<file path="src/tvrg_pkg.sv">
`default_nettype none

package tvrg_pkg;

  typedef enum logic [1:0] {
    ST_IDLE,
    ST_SQUARE,
    ST_ROOT,
    ST_FINISH
  } state_t;

  // lanes: one per vector, each with up to three components
  localparam int LANES      = 3;
  localparam int COMPS      = 3;
  localparam int LANE_ACCEL = 0;
  localparam int LANE_GYRO  = 1;
  localparam int LANE_TILT  = 2;

  localparam int OPND_W = 16;
  localparam int SUM_W  = 2 * OPND_W;
  localparam int REM_W  = OPND_W + 2;
  localparam int STEP_W = 4;
  localparam logic [STEP_W-1:0] LAST_STEP = STEP_W'(OPND_W - 1);

  typedef logic [OPND_W-1:0] opnd_t;
  typedef logic [SUM_W-1:0]  sum_t;

  // tilt tiers on squared sums
  localparam sum_t TILT_T1 = 32'd250000;
  localparam sum_t TILT_T2 = 32'd1000000;
  localparam sum_t TILT_T3 = 32'd2250000;
  localparam sum_t TILT_T4 = 32'd4000000;
  // vibration tiers on squared sums
  localparam sum_t VIB_T1  = 32'd10000;
  localparam sum_t VIB_T2  = 32'd40000;
  localparam sum_t VIB_T3  = 32'd250000;
  localparam sum_t VIB_T4  = 32'd1000000;

  localparam logic [13:0] HUM_T1 = 14'd7000;
  localparam logic [13:0] HUM_T2 = 14'd8000;
  localparam logic [13:0] HUM_T3 = 14'd9000;
  localparam logic [14:0] HUM_RISE    = 15'd1000;
  localparam logic [15:0] LIGHT_DELTA = 16'd1000;

  localparam logic [6:0] SCORE_0   = 7'd0;
  localparam logic [6:0] SCORE_20  = 7'd20;
  localparam logic [6:0] SCORE_30  = 7'd30;
  localparam logic [6:0] SCORE_40  = 7'd40;
  localparam logic [6:0] SCORE_60  = 7'd60;
  localparam logic [6:0] SCORE_70  = 7'd70;
  localparam logic [6:0] SCORE_80  = 7'd80;
  localparam logic [6:0] SCORE_100 = 7'd100;
  localparam logic [5:0] LIGHT_SCORE = 6'd50;

  localparam logic [13:0] W_TILT  = 14'd40;
  localparam logic [13:0] W_VIB   = 14'd30;
  localparam logic [13:0] W_HUM   = 14'd20;
  localparam logic [13:0] W_LIGHT = 14'd10;

  localparam logic [13:0] TOTAL_T1 = 14'd2000;
  localparam logic [13:0] TOTAL_T2 = 14'd4000;
  localparam logic [13:0] TOTAL_T3 = 14'd6000;
  localparam logic [13:0] TOTAL_T4 = 14'd8000;

  localparam logic [2:0] LVL_SAFE     = 3'd0;
  localparam logic [2:0] LVL_LOW      = 3'd1;
  localparam logic [2:0] LVL_MEDIUM   = 3'd2;
  localparam logic [2:0] LVL_HIGH     = 3'd3;
  localparam logic [2:0] LVL_CRITICAL = 3'd4;

  localparam logic [15:0] TILT_MAG_MAX = 16'd32767;
  localparam logic [15:0] ALERT_MAX    = 16'hFFFF;

  function automatic opnd_t abs_opnd(input opnd_t v);
    opnd_t r;
    r = v[OPND_W-1] ? OPND_W'(~v + 1'b1) : v;
    return r;
  endfunction

endpackage

`default_nettype wire

</file>
<file path="src/tvrg_if.sv">
`default_nettype none

interface tvrg_sample_if;
  logic               valid;
  logic               ready;
  logic signed [14:0] accel_x;
  logic signed [14:0] accel_y;
  logic signed [14:0] accel_z;
  logic signed [15:0] gyro_x;
  logic signed [15:0] gyro_y;
  logic signed [15:0] gyro_z;
  logic signed [15:0] tilt_x;
  logic signed [15:0] tilt_y;
  logic        [13:0] humidity;
  logic        [15:0] light;
  logic               sample_valid;
  logic        [31:0] sample_time;

  modport source (
    output valid, accel_x, accel_y, accel_z, gyro_x, gyro_y, gyro_z,
           tilt_x, tilt_y, humidity, light, sample_valid, sample_time,
    input  ready
  );
  modport sink (
    input  valid, accel_x, accel_y, accel_z, gyro_x, gyro_y, gyro_z,
           tilt_x, tilt_y, humidity, light, sample_valid, sample_time,
    output ready
  );
endinterface

interface tvrg_result_if;
  logic        valid;
  logic        ready;
  logic [14:0] accel_mag;
  logic [14:0] tilt_magnitude;
  logic [15:0] vibration_level;
  logic [6:0]  tilt_score;
  logic [6:0]  vibration_score;
  logic [6:0]  humidity_score;
  logic [5:0]  light_score;
  logic [13:0] total_score;
  logic [2:0]  risk_level;
  logic [31:0] level_duration;
  logic        warning_active;
  logic [15:0] alert_count;

  modport source (
    output valid, accel_mag, tilt_magnitude, vibration_level, tilt_score,
           vibration_score, humidity_score, light_score, total_score, risk_level,
           level_duration, warning_active, alert_count,
    input  ready
  );
  modport sink (
    input  valid, accel_mag, tilt_magnitude, vibration_level, tilt_score,
           vibration_score, humidity_score, light_score, total_score, risk_level,
           level_duration, warning_active, alert_count,
    output ready
  );
endinterface

`default_nettype wire

</file>
<file path="src/tilt_vibration_risk_grader_top.sv">
`default_nettype none

// Grades landslide risk from one sensor sample per word: vector magnitudes, four
// tiered sub-scores, a weighted total, a five-step risk level with its hold time, a
// warning flag with hysteresis and a saturating alert count. A sample is taken
// only when the block is idle; its result is then formed by bit-serial squaring
// (one multiplier bit per cycle for every component of the three vectors in
// parallel), a restoring square root that retires two radicand bits per cycle,
// and scoring. The block then returns to idle, so it takes no new sample before
// it is through with the last. The result sits in an output register, so the next
// sample is taken while an earlier result still waits for its sink; scoring of that
// next sample holds until it is taken.
module tilt_vibration_risk_grader_top (
  input  wire logic     clk,
  input  wire logic     rst,
  tvrg_sample_if.sink   sample_in,
  tvrg_result_if.source result_out
);

  tvrg_pkg::state_t state, state_next;
  logic [tvrg_pkg::STEP_W-1:0] step;

  tvrg_pkg::opnd_t mplier [tvrg_pkg::LANES][tvrg_pkg::COMPS];
  tvrg_pkg::sum_t  mcand  [tvrg_pkg::LANES][tvrg_pkg::COMPS];
  tvrg_pkg::sum_t  acc    [tvrg_pkg::LANES];
  tvrg_pkg::sum_t  rad    [tvrg_pkg::LANES];
  logic [tvrg_pkg::REM_W-1:0] rem [tvrg_pkg::LANES];
  tvrg_pkg::opnd_t root   [tvrg_pkg::LANES];

  logic [13:0] hum_used;
  logic        rise;
  logic        lchg;
  logic [31:0] now;

  logic [13:0] prev_humidity;
  logic [15:0] prev_light;
  logic [2:0]  held_level;
  logic [31:0] level_since;
  logic        warn_flag;
  logic [15:0] alerts_seen;
  logic        out_valid;

  // FSM outputs
  logic take;
  logic squaring;
  logic rooting;
  logic publish;

  always_comb begin
    state_next = state;
    unique case (state)
      tvrg_pkg::ST_IDLE:   if (sample_in.valid) state_next = tvrg_pkg::ST_SQUARE;
      tvrg_pkg::ST_SQUARE: if (step == tvrg_pkg::LAST_STEP) state_next = tvrg_pkg::ST_ROOT;
      tvrg_pkg::ST_ROOT:   if (step == tvrg_pkg::LAST_STEP) state_next = tvrg_pkg::ST_FINISH;
      tvrg_pkg::ST_FINISH: if (!out_valid || result_out.ready) state_next = tvrg_pkg::ST_IDLE;
      default:             state_next = tvrg_pkg::ST_IDLE;
    endcase
  end

  always_comb begin
    sample_in.ready = 1'b0;
    squaring        = 1'b0;
    rooting         = 1'b0;
    publish         = 1'b0;
    unique case (state)
      tvrg_pkg::ST_IDLE:   sample_in.ready = 1'b1;
      tvrg_pkg::ST_SQUARE: squaring = 1'b1;
      tvrg_pkg::ST_ROOT:   rooting = 1'b1;
      tvrg_pkg::ST_FINISH: publish = !out_valid || result_out.ready;
      default: ;
    endcase
  end

  assign take = sample_in.valid && sample_in.ready;

  // operands at load: magnitudes of each component, zero for a failed read
  tvrg_pkg::opnd_t ld_opnd [tvrg_pkg::LANES][tvrg_pkg::COMPS];
  always_comb begin
    ld_opnd[tvrg_pkg::LANE_ACCEL][0] =
      tvrg_pkg::abs_opnd({sample_in.accel_x[14], sample_in.accel_x});
    ld_opnd[tvrg_pkg::LANE_ACCEL][1] =
      tvrg_pkg::abs_opnd({sample_in.accel_y[14], sample_in.accel_y});
    ld_opnd[tvrg_pkg::LANE_ACCEL][2] =
      tvrg_pkg::abs_opnd({sample_in.accel_z[14], sample_in.accel_z});
    ld_opnd[tvrg_pkg::LANE_GYRO][0]  = tvrg_pkg::abs_opnd(sample_in.gyro_x);
    ld_opnd[tvrg_pkg::LANE_GYRO][1]  = tvrg_pkg::abs_opnd(sample_in.gyro_y);
    ld_opnd[tvrg_pkg::LANE_GYRO][2]  = tvrg_pkg::abs_opnd(sample_in.gyro_z);
    ld_opnd[tvrg_pkg::LANE_TILT][0]  = tvrg_pkg::abs_opnd(sample_in.tilt_x);
    ld_opnd[tvrg_pkg::LANE_TILT][1]  = tvrg_pkg::abs_opnd(sample_in.tilt_y);
    ld_opnd[tvrg_pkg::LANE_TILT][2]  = '0;
    if (!sample_in.sample_valid) begin
      for (int l = 0; l < tvrg_pkg::LANES; l++) begin
        for (int c = 0; c < tvrg_pkg::COMPS; c++) begin
          ld_opnd[l][c] = '0;
        end
      end
    end
  end

  logic [15:0] light_diff;
  logic        ld_rise;
  logic        ld_lchg;
  always_comb begin
    light_diff = (sample_in.light > prev_light) ? sample_in.light - prev_light
                                                : prev_light - sample_in.light;
    ld_rise = sample_in.sample_valid &&
              ({1'b0, sample_in.humidity} > ({1'b0, prev_humidity} + tvrg_pkg::HUM_RISE));
    ld_lchg = sample_in.sample_valid && (light_diff > tvrg_pkg::LIGHT_DELTA);
  end

  // one partial product per component per cycle
  tvrg_pkg::sum_t sq_sum [tvrg_pkg::LANES];
  always_comb begin
    for (int l = 0; l < tvrg_pkg::LANES; l++) begin
      sq_sum[l] = acc[l];
      for (int c = 0; c < tvrg_pkg::COMPS; c++) begin
        if (mplier[l][c][0]) sq_sum[l] = sq_sum[l] + mcand[l][c];
      end
    end
  end

  // two radicand bits per cycle
  logic [tvrg_pkg::REM_W+1:0] rem_sh  [tvrg_pkg::LANES];
  logic [tvrg_pkg::REM_W+1:0] trial   [tvrg_pkg::LANES];
  logic [tvrg_pkg::REM_W-1:0] rem_next  [tvrg_pkg::LANES];
  tvrg_pkg::opnd_t            root_next [tvrg_pkg::LANES];
  always_comb begin
    for (int l = 0; l < tvrg_pkg::LANES; l++) begin
      rem_sh[l] = {rem[l], rad[l][tvrg_pkg::SUM_W-1 -: 2]};
      trial[l]  = {2'b00, root[l], 2'b01};
      if (rem_sh[l] >= trial[l]) begin
        rem_next[l]  = tvrg_pkg::REM_W'(rem_sh[l] - trial[l]);
        root_next[l] = {root[l][tvrg_pkg::OPND_W-2:0], 1'b1};
      end else begin
        rem_next[l]  = rem_sh[l][tvrg_pkg::REM_W-1:0];
        root_next[l] = {root[l][tvrg_pkg::OPND_W-2:0], 1'b0};
      end
    end
  end

  // scoring on exact squared sums
  logic [6:0]  ts, vs, hs_tier, hs;
  logic [7:0]  hs_raw;
  logic [5:0]  ls;
  logic [13:0] total;
  logic [2:0]  lvl;
  logic [31:0] since_new;
  logic        warn_new;
  logic [15:0] alerts_new;
  tvrg_pkg::sum_t tsum, gsum;
  always_comb begin
    tsum = acc[tvrg_pkg::LANE_TILT];
    gsum = acc[tvrg_pkg::LANE_GYRO];

    if (tsum > tvrg_pkg::TILT_T4)      ts = tvrg_pkg::SCORE_100;
    else if (tsum > tvrg_pkg::TILT_T3) ts = tvrg_pkg::SCORE_80;
    else if (tsum > tvrg_pkg::TILT_T2) ts = tvrg_pkg::SCORE_60;
    else if (tsum > tvrg_pkg::TILT_T1) ts = tvrg_pkg::SCORE_30;
    else                               ts = tvrg_pkg::SCORE_0;

    if (gsum > tvrg_pkg::VIB_T4)       vs = tvrg_pkg::SCORE_100;
    else if (gsum > tvrg_pkg::VIB_T3)  vs = tvrg_pkg::SCORE_70;
    else if (gsum > tvrg_pkg::VIB_T2)  vs = tvrg_pkg::SCORE_40;
    else if (gsum > tvrg_pkg::VIB_T1)  vs = tvrg_pkg::SCORE_20;
    else                               vs = tvrg_pkg::SCORE_0;

    if (hum_used > tvrg_pkg::HUM_T3)      hs_tier = tvrg_pkg::SCORE_80;
    else if (hum_used > tvrg_pkg::HUM_T2) hs_tier = tvrg_pkg::SCORE_60;
    else if (hum_used > tvrg_pkg::HUM_T1) hs_tier = tvrg_pkg::SCORE_30;
    else                                  hs_tier = tvrg_pkg::SCORE_0;
    hs_raw = {1'b0, hs_tier} + (rise ? {1'b0, tvrg_pkg::SCORE_30} : 8'd0);
    hs = (hs_raw > {1'b0, tvrg_pkg::SCORE_100}) ? tvrg_pkg::SCORE_100 : hs_raw[6:0];

    ls = lchg ? tvrg_pkg::LIGHT_SCORE : 6'd0;

    total = 14'(14'(ts) * tvrg_pkg::W_TILT) + 14'(14'(vs) * tvrg_pkg::W_VIB)
          + 14'(14'(hs) * tvrg_pkg::W_HUM) + 14'(14'(ls) * tvrg_pkg::W_LIGHT);

    if (total >= tvrg_pkg::TOTAL_T4)      lvl = tvrg_pkg::LVL_CRITICAL;
    else if (total >= tvrg_pkg::TOTAL_T3) lvl = tvrg_pkg::LVL_HIGH;
    else if (total >= tvrg_pkg::TOTAL_T2) lvl = tvrg_pkg::LVL_MEDIUM;
    else if (total >= tvrg_pkg::TOTAL_T1) lvl = tvrg_pkg::LVL_LOW;
    else                                  lvl = tvrg_pkg::LVL_SAFE;

    since_new = (lvl != held_level) ? now : level_since;

    warn_new   = warn_flag;
    alerts_new = alerts_seen;
    if (lvl >= tvrg_pkg::LVL_HIGH) begin
      warn_new = 1'b1;
      if (alerts_seen != tvrg_pkg::ALERT_MAX) alerts_new = alerts_seen + 16'd1;
    end else if (lvl < tvrg_pkg::LVL_MEDIUM) begin
      warn_new = 1'b0;
    end
  end

  always_ff @(posedge clk) begin
    if (rst) begin
      state         <= tvrg_pkg::ST_IDLE;
      step          <= '0;
      out_valid     <= 1'b0;
      prev_humidity <= '0;
      prev_light    <= '0;
      held_level    <= tvrg_pkg::LVL_SAFE;
      level_since   <= '0;
      warn_flag     <= 1'b0;
      alerts_seen   <= '0;
    end else begin
      state <= state_next;
      if (take || publish) step <= '0;
      else if (squaring || rooting) step <= step + 1'b1;

      if (publish) out_valid <= 1'b1;
      else if (result_out.ready) out_valid <= 1'b0;

      if (take && sample_in.sample_valid) begin
        prev_humidity <= sample_in.humidity;
        prev_light    <= sample_in.light;
      end

      if (publish) begin
        held_level  <= lvl;
        level_since <= since_new;
        warn_flag   <= warn_new;
        alerts_seen <= alerts_new;
      end
    end
  end

  always_ff @(posedge clk) begin
    if (take) begin
      for (int l = 0; l < tvrg_pkg::LANES; l++) begin
        acc[l] <= '0;
        for (int c = 0; c < tvrg_pkg::COMPS; c++) begin
          mplier[l][c] <= ld_opnd[l][c];
          mcand[l][c]  <= tvrg_pkg::SUM_W'(ld_opnd[l][c]);
        end
      end
      hum_used <= sample_in.sample_valid ? sample_in.humidity : prev_humidity;
      rise     <= ld_rise;
      lchg     <= ld_lchg;
      now      <= sample_in.sample_time;
    end

    if (squaring) begin
      for (int l = 0; l < tvrg_pkg::LANES; l++) begin
        acc[l] <= sq_sum[l];
        for (int c = 0; c < tvrg_pkg::COMPS; c++) begin
          mplier[l][c] <= mplier[l][c] >> 1;
          mcand[l][c]  <= mcand[l][c] << 1;
        end
        // hand the finished sum to the root unit
        if (step == tvrg_pkg::LAST_STEP) begin
          rad[l]  <= sq_sum[l];
          rem[l]  <= '0;
          root[l] <= '0;
        end
      end
    end

    if (rooting) begin
      for (int l = 0; l < tvrg_pkg::LANES; l++) begin
        rad[l]  <= rad[l] << 2;
        rem[l]  <= rem_next[l];
        root[l] <= root_next[l];
      end
    end

    if (publish) begin
      result_out.accel_mag       <= root[tvrg_pkg::LANE_ACCEL][14:0];
      result_out.tilt_magnitude  <= (root[tvrg_pkg::LANE_TILT] > tvrg_pkg::TILT_MAG_MAX)
                                    ? tvrg_pkg::TILT_MAG_MAX[14:0]
                                    : root[tvrg_pkg::LANE_TILT][14:0];
      result_out.vibration_level <= root[tvrg_pkg::LANE_GYRO];
      result_out.tilt_score      <= ts;
      result_out.vibration_score <= vs;
      result_out.humidity_score  <= hs;
      result_out.light_score     <= ls;
      result_out.total_score     <= total;
      result_out.risk_level      <= lvl;
      result_out.level_duration  <= now - since_new;
      result_out.warning_active  <= warn_new;
      result_out.alert_count     <= alerts_new;
    end
  end

  assign result_out.valid = out_valid;

endmodule

`default_nettype wire
</file>
<file path="src/flat_wrapper.sv">
// flat-port wrapper written by rule: the top's interface ports become plain ports
module tilt_vibration_risk_grader_top_flat 
  (clk, rst, sample_in_valid, sample_in_accel_x, sample_in_accel_y, sample_in_accel_z, sample_in_gyro_x, sample_in_gyro_y, sample_in_gyro_z, sample_in_tilt_x, sample_in_tilt_y, sample_in_humidity, sample_in_light, sample_in_sample_valid, sample_in_sample_time, sample_in_ready, result_out_valid, result_out_accel_mag, result_out_tilt_magnitude, result_out_vibration_level, result_out_tilt_score, result_out_vibration_score, result_out_humidity_score, result_out_light_score, result_out_total_score, result_out_risk_level, result_out_level_duration, result_out_warning_active, result_out_alert_count, result_out_ready);
  tvrg_sample_if sample_in_i ();
  tvrg_result_if result_out_i ();
  input  wire logic clk;
  input  wire logic rst;
  input wire logic [$bits(sample_in_i.valid)-1:0] sample_in_valid;
  input wire logic [$bits(sample_in_i.accel_x)-1:0] sample_in_accel_x;
  input wire logic [$bits(sample_in_i.accel_y)-1:0] sample_in_accel_y;
  input wire logic [$bits(sample_in_i.accel_z)-1:0] sample_in_accel_z;
  input wire logic [$bits(sample_in_i.gyro_x)-1:0] sample_in_gyro_x;
  input wire logic [$bits(sample_in_i.gyro_y)-1:0] sample_in_gyro_y;
  input wire logic [$bits(sample_in_i.gyro_z)-1:0] sample_in_gyro_z;
  input wire logic [$bits(sample_in_i.tilt_x)-1:0] sample_in_tilt_x;
  input wire logic [$bits(sample_in_i.tilt_y)-1:0] sample_in_tilt_y;
  input wire logic [$bits(sample_in_i.humidity)-1:0] sample_in_humidity;
  input wire logic [$bits(sample_in_i.light)-1:0] sample_in_light;
  input wire logic [$bits(sample_in_i.sample_valid)-1:0] sample_in_sample_valid;
  input wire logic [$bits(sample_in_i.sample_time)-1:0] sample_in_sample_time;
  output wire logic [$bits(sample_in_i.ready)-1:0] sample_in_ready;
  output wire logic [$bits(result_out_i.valid)-1:0] result_out_valid;
  output wire logic [$bits(result_out_i.accel_mag)-1:0] result_out_accel_mag;
  output wire logic [$bits(result_out_i.tilt_magnitude)-1:0] result_out_tilt_magnitude;
  output wire logic [$bits(result_out_i.vibration_level)-1:0] result_out_vibration_level;
  output wire logic [$bits(result_out_i.tilt_score)-1:0] result_out_tilt_score;
  output wire logic [$bits(result_out_i.vibration_score)-1:0] result_out_vibration_score;
  output wire logic [$bits(result_out_i.humidity_score)-1:0] result_out_humidity_score;
  output wire logic [$bits(result_out_i.light_score)-1:0] result_out_light_score;
  output wire logic [$bits(result_out_i.total_score)-1:0] result_out_total_score;
  output wire logic [$bits(result_out_i.risk_level)-1:0] result_out_risk_level;
  output wire logic [$bits(result_out_i.level_duration)-1:0] result_out_level_duration;
  output wire logic [$bits(result_out_i.warning_active)-1:0] result_out_warning_active;
  output wire logic [$bits(result_out_i.alert_count)-1:0] result_out_alert_count;
  input wire logic [$bits(result_out_i.ready)-1:0] result_out_ready;
  assign sample_in_i.valid = sample_in_valid;
  assign sample_in_i.accel_x = sample_in_accel_x;
  assign sample_in_i.accel_y = sample_in_accel_y;
  assign sample_in_i.accel_z = sample_in_accel_z;
  assign sample_in_i.gyro_x = sample_in_gyro_x;
  assign sample_in_i.gyro_y = sample_in_gyro_y;
  assign sample_in_i.gyro_z = sample_in_gyro_z;
  assign sample_in_i.tilt_x = sample_in_tilt_x;
  assign sample_in_i.tilt_y = sample_in_tilt_y;
  assign sample_in_i.humidity = sample_in_humidity;
  assign sample_in_i.light = sample_in_light;
  assign sample_in_i.sample_valid = sample_in_sample_valid;
  assign sample_in_i.sample_time = sample_in_sample_time;
  assign sample_in_ready = sample_in_i.ready;
  assign result_out_valid = result_out_i.valid;
  assign result_out_accel_mag = result_out_i.accel_mag;
  assign result_out_tilt_magnitude = result_out_i.tilt_magnitude;
  assign result_out_vibration_level = result_out_i.vibration_level;
  assign result_out_tilt_score = result_out_i.tilt_score;
  assign result_out_vibration_score = result_out_i.vibration_score;
  assign result_out_humidity_score = result_out_i.humidity_score;
  assign result_out_light_score = result_out_i.light_score;
  assign result_out_total_score = result_out_i.total_score;
  assign result_out_risk_level = result_out_i.risk_level;
  assign result_out_level_duration = result_out_i.level_duration;
  assign result_out_warning_active = result_out_i.warning_active;
  assign result_out_alert_count = result_out_i.alert_count;
  assign result_out_i.ready = result_out_ready;
  tilt_vibration_risk_grader_top u_core (.clk(clk), .rst(rst), .sample_in(sample_in_i), .result_out(result_out_i));
endmodule
</file>
<file path="config.mk">
export PLATFORM = sky130hd
export DESIGN_NAME = tilt_vibration_risk_grader_top_flat
export DESIGN_NICKNAME = d
export VERILOG_FILES = /design/src/tvrg_pkg.sv /design/src/tvrg_if.sv /design/src/tilt_vibration_risk_grader_top.sv /design/src/flat_wrapper.sv
export SDC_FILE = /design/constraint.sdc
export NUM_CORES = 2
export LEC_CHECK = 0
export BUFFER_PORTS_ARGS = -buffer_cell sky130_fd_sc_hd__buf_2
export CORE_MARGIN = 2
export CORE_UTILIZATION = 55
export CTS_BUF_LIST = sky130_fd_sc_hd__clkbuf_8
export DETAILED_ROUTE_END_ITERATION = 10
export GPL_ROUTABILITY_DRIVEN = 0
export PLACE_DENSITY = 0.79
export SYNTH_ARGS = -nofsm -noshare
export SYNTH_HDL_FRONTEND = slang
export SYNTH_SLANG_ARGS = --single-unit
</file>
<file path="constraint.sdc">
create_clock -name clk -period 42.8 [get_ports clk]
set_input_delay 0 -clock clk [delete_from_list [all_inputs] [get_ports clk]]
set_output_delay 0 -clock clk [all_outputs]
set_load 0.02 [all_outputs]
</file>
==> flow_metrics.tcl <==
set metrics [dict create \
    outcome "finished clean" \
    crit_path_end_kind "flop" \
    post_synth.cell_area_avg_um2 10.1 \
    dr.pass1.iters 6 \
    setup_viol 0 \
    grt_start_max_net_pins 171 \
    synth_edf_count 841 \
    wirelength_mm 164 \
    post-place-cells 7697 \
    ys_types 92 \
    core_region_area_um2 111000 \
    grtUsageTotal_pct 28.2 \
    synthesis.area_um2 61300 \
    layoutNonFillerInstCount 8395 \
    stdcell_area_um2 71400 \
    hold_path.class "input port to flop" \
    netlist_instances 6057 \
    ios 333 \
    ys_warn_count 0 \
    wire_per_inst_um 19.6 \
    cts_tree "built" \
    hold_violations 0 \
    cp_max_fo 12 \
    cap_violations 0 \
    grt_pass1_vias 49600 \
    worst-setup-path-type "flop to flop" \
    ant_nets 0 \
    ff2ff_path_depth 41 \
    dp_hpwl_mm 108 \
    rsz0062_at_grt "false" \
    cts_root_buffer "clkbuf_8" \
    finalWorstPathRequiredPeriod_ns 13.00 \
    clockBufferDepth 3 \
    clock_latency_ns 0.86 \
    required_ns 43.39 \
    cts.clk_slew.worst_paths_ns 0.06 \
    antenna_found_initial 14 \
    num_rows 122 \
    grt_pass1_wl_mm 259 \
    dpl_cell_area_um2 64300 \
    finClkSkew_ns 0.0493 \
    area_growth_pct 16.4 \
    cp.arrival_ns 13.59 \
    ys.flop_type "edfxtp_1" \
    post-route-period-util_pct 30.4 \
    post-place-ws_ns 30.35 \
    start_kind "flop" \
    min_path_cells 3 \
    cts.sinks 944 \
    num_vias 50300 \
    drc 0 \
    die_h_um 338 \
    tns_ns 0 \
    slew_headroom_pct 11.6 \
    ys_async_sr_fraction_pct 0 \
    final_max_slew_viol_count 0 \
    tightest_slew_ns 1.33 \
    routed_via_density 5.99 \
    start_util_pct 55.4 \
    overflow 0 \
    synth_seq_area_share_pct 44.6 \
    drt_iter0_drc 4493 \
    htreeDepth 4 \
    io_buffers 324 \
    max_freq_mhz 76.9 \
    die_x_um 338 \
    nets 7408 \
    critPathMaxStageDelay_ns 0.70 \
    cts_setup_buffers 0 \
    cts_made_buffers 166 \
    slowest_stage "a41oi_1" \
    drive_above_1_share_pct 12.4 \
    die_area_um2 114000 \
    setup_slack_ns 29.80 \
    ys_ff_latch 944 \
]
[final cells by class]
type                       instances  area, µm²
multi-input combinational       4647      32200
inverter                         258        988
fill                            8444      39300
tap                             1488       1860
sequential                       944      27300
timing repair buffer             736       5670
clock inverter                   125        787
antenna                           17       42.5
clock buffer                     180       2480
[kinds of logic (layout without fill, tap and decap cells)]
kind of cell	after synthesis	after routing	synth area share [%]
xor gates and xnor gates	412	412	5.94
buffers and inverters	473	1299	2.97
DFF	944	944	44.6
muxes	314	314	5.55
adders and majority gates	463	463	9.84
AOI/OAI and AO/OA	1505	1505	16.1
other	1	25	0.00612
and+or+nand+nor	1945	1945	15.0
[synth_stat cells, types with 174 or more instances]
cell      instances  share of area [%]
a21o_1          310                3.8
a21oi_1         399                3.3
and2_1          220                2.2
clkbuf_1        180                1.1
edfxtp_1        841                 41
ha_1            431                8.8
inv_1           255                1.6
mux2_2          207                3.8
nand2_1         632                3.9
nor2_1          508                3.1
o21ai_0         280                2.3
xnor2_1         235                3.4
xor2_1          174                2.5
[final timing paths]
check | from | end | slack, ns
max | u_core.acc[0][33] | u_core.result_out.level_duration[30] | 29.80
min | sample_in_humidity[12] | u_core.hum_used[12] | 0.08
max reg2reg | u_core.acc[0][33] | u_core.result_out.level_duration[30] | 29.80
min reg2reg | u_core.root[0][28] | u_core.result_out.vibration_level[12] | 0.44
[registers in the layout, indices dropped and copies added (netlist names), 16 cells and up]
signal and flops:
u_core.root 48, u_core.level_since 32, u_core.rad 96, u_core.prev_light 16, u_core.result_out.alert_count 16, u_core.alerts_seen 16, u_core.rem 54, u_core.mcand 256
u_core.result_out.vibration_level 16, u_core.mplier 128, u_core.now 32, u_core.acc 96, u_core.result_out.level_duration 32
[metal layers]
layer | global-route usage (%) | share of wire (%)
met3 | 5.32 | 6.8
met5 | 0 | 0
met4 | 17.4 | 6.5
met2 | 45.8 | 47
met1 | 35.0 | 40
[worst max-delay path: cells and delay by family, from the launching register on]
kind / cells / cell delay (ns)
mux: 2 / 0.87
simple gates: 10 / 2.76
flops: 1 / 0.46
xor+xnor: 3 / 0.55
compound gates: 16 / 4.70
fa+ha+maj: 8 / 3.05
buf+inv: 2 / 0.34
[through the flow]
step	hold WS, ns	util, %
finish	0.0845	64.5
floorplan	0.0989	-
detailed placement	0.178	58.1
CTS	0.00203	64.5
global route	0.0261	64.5
global placement	0.179	58.1
[cell usage in the layout, fill, tap and decap left out, types with 22 or more instances in the layout]
cell / instances
a211oi_1: 75
o21ai_0: 279
nor2b_1: 84
dlygate4sd3_1: 376
nand4_1: 47
buf_2: 324
xor2_1: 174
buf_4: 35
mux2i_1: 107
a31oi_1: 37
clkinv_1: 25
edfxtp_1: 841
clkbuf_8: 180
mux2_2: 207
ha_1: 429
nand3_1: 99
and2_1: 218
fa_1: 32
a211o_1: 31
nor2_1: 507
nand2_1: 631
inv_1: 311
a21oi_1: 397
a21o_1: 310
and3_1: 49
o31ai_1: 51
o21a_1: 70
dfxtp_1: 103
o41ai_1: 26
nor4_1: 22
o21bai_1: 47
xnor2_1: 235
or3_1: 59
nand2b_1: 58
nor3_1: 85
[timing repair]
| item | CTS | global route |
|---|---|---|
| endpoints found under the setup margin | 0 | 0 |
| gates resized for setup | 0 | 0 |
| hold buffers | 376 | 0 |
| hold endpoints to repair | 385 | 0 |
Power is left out: the tool's default activity adds up to more than one toggle a clock period on the data nets, which glitch-free logic cannot reach.
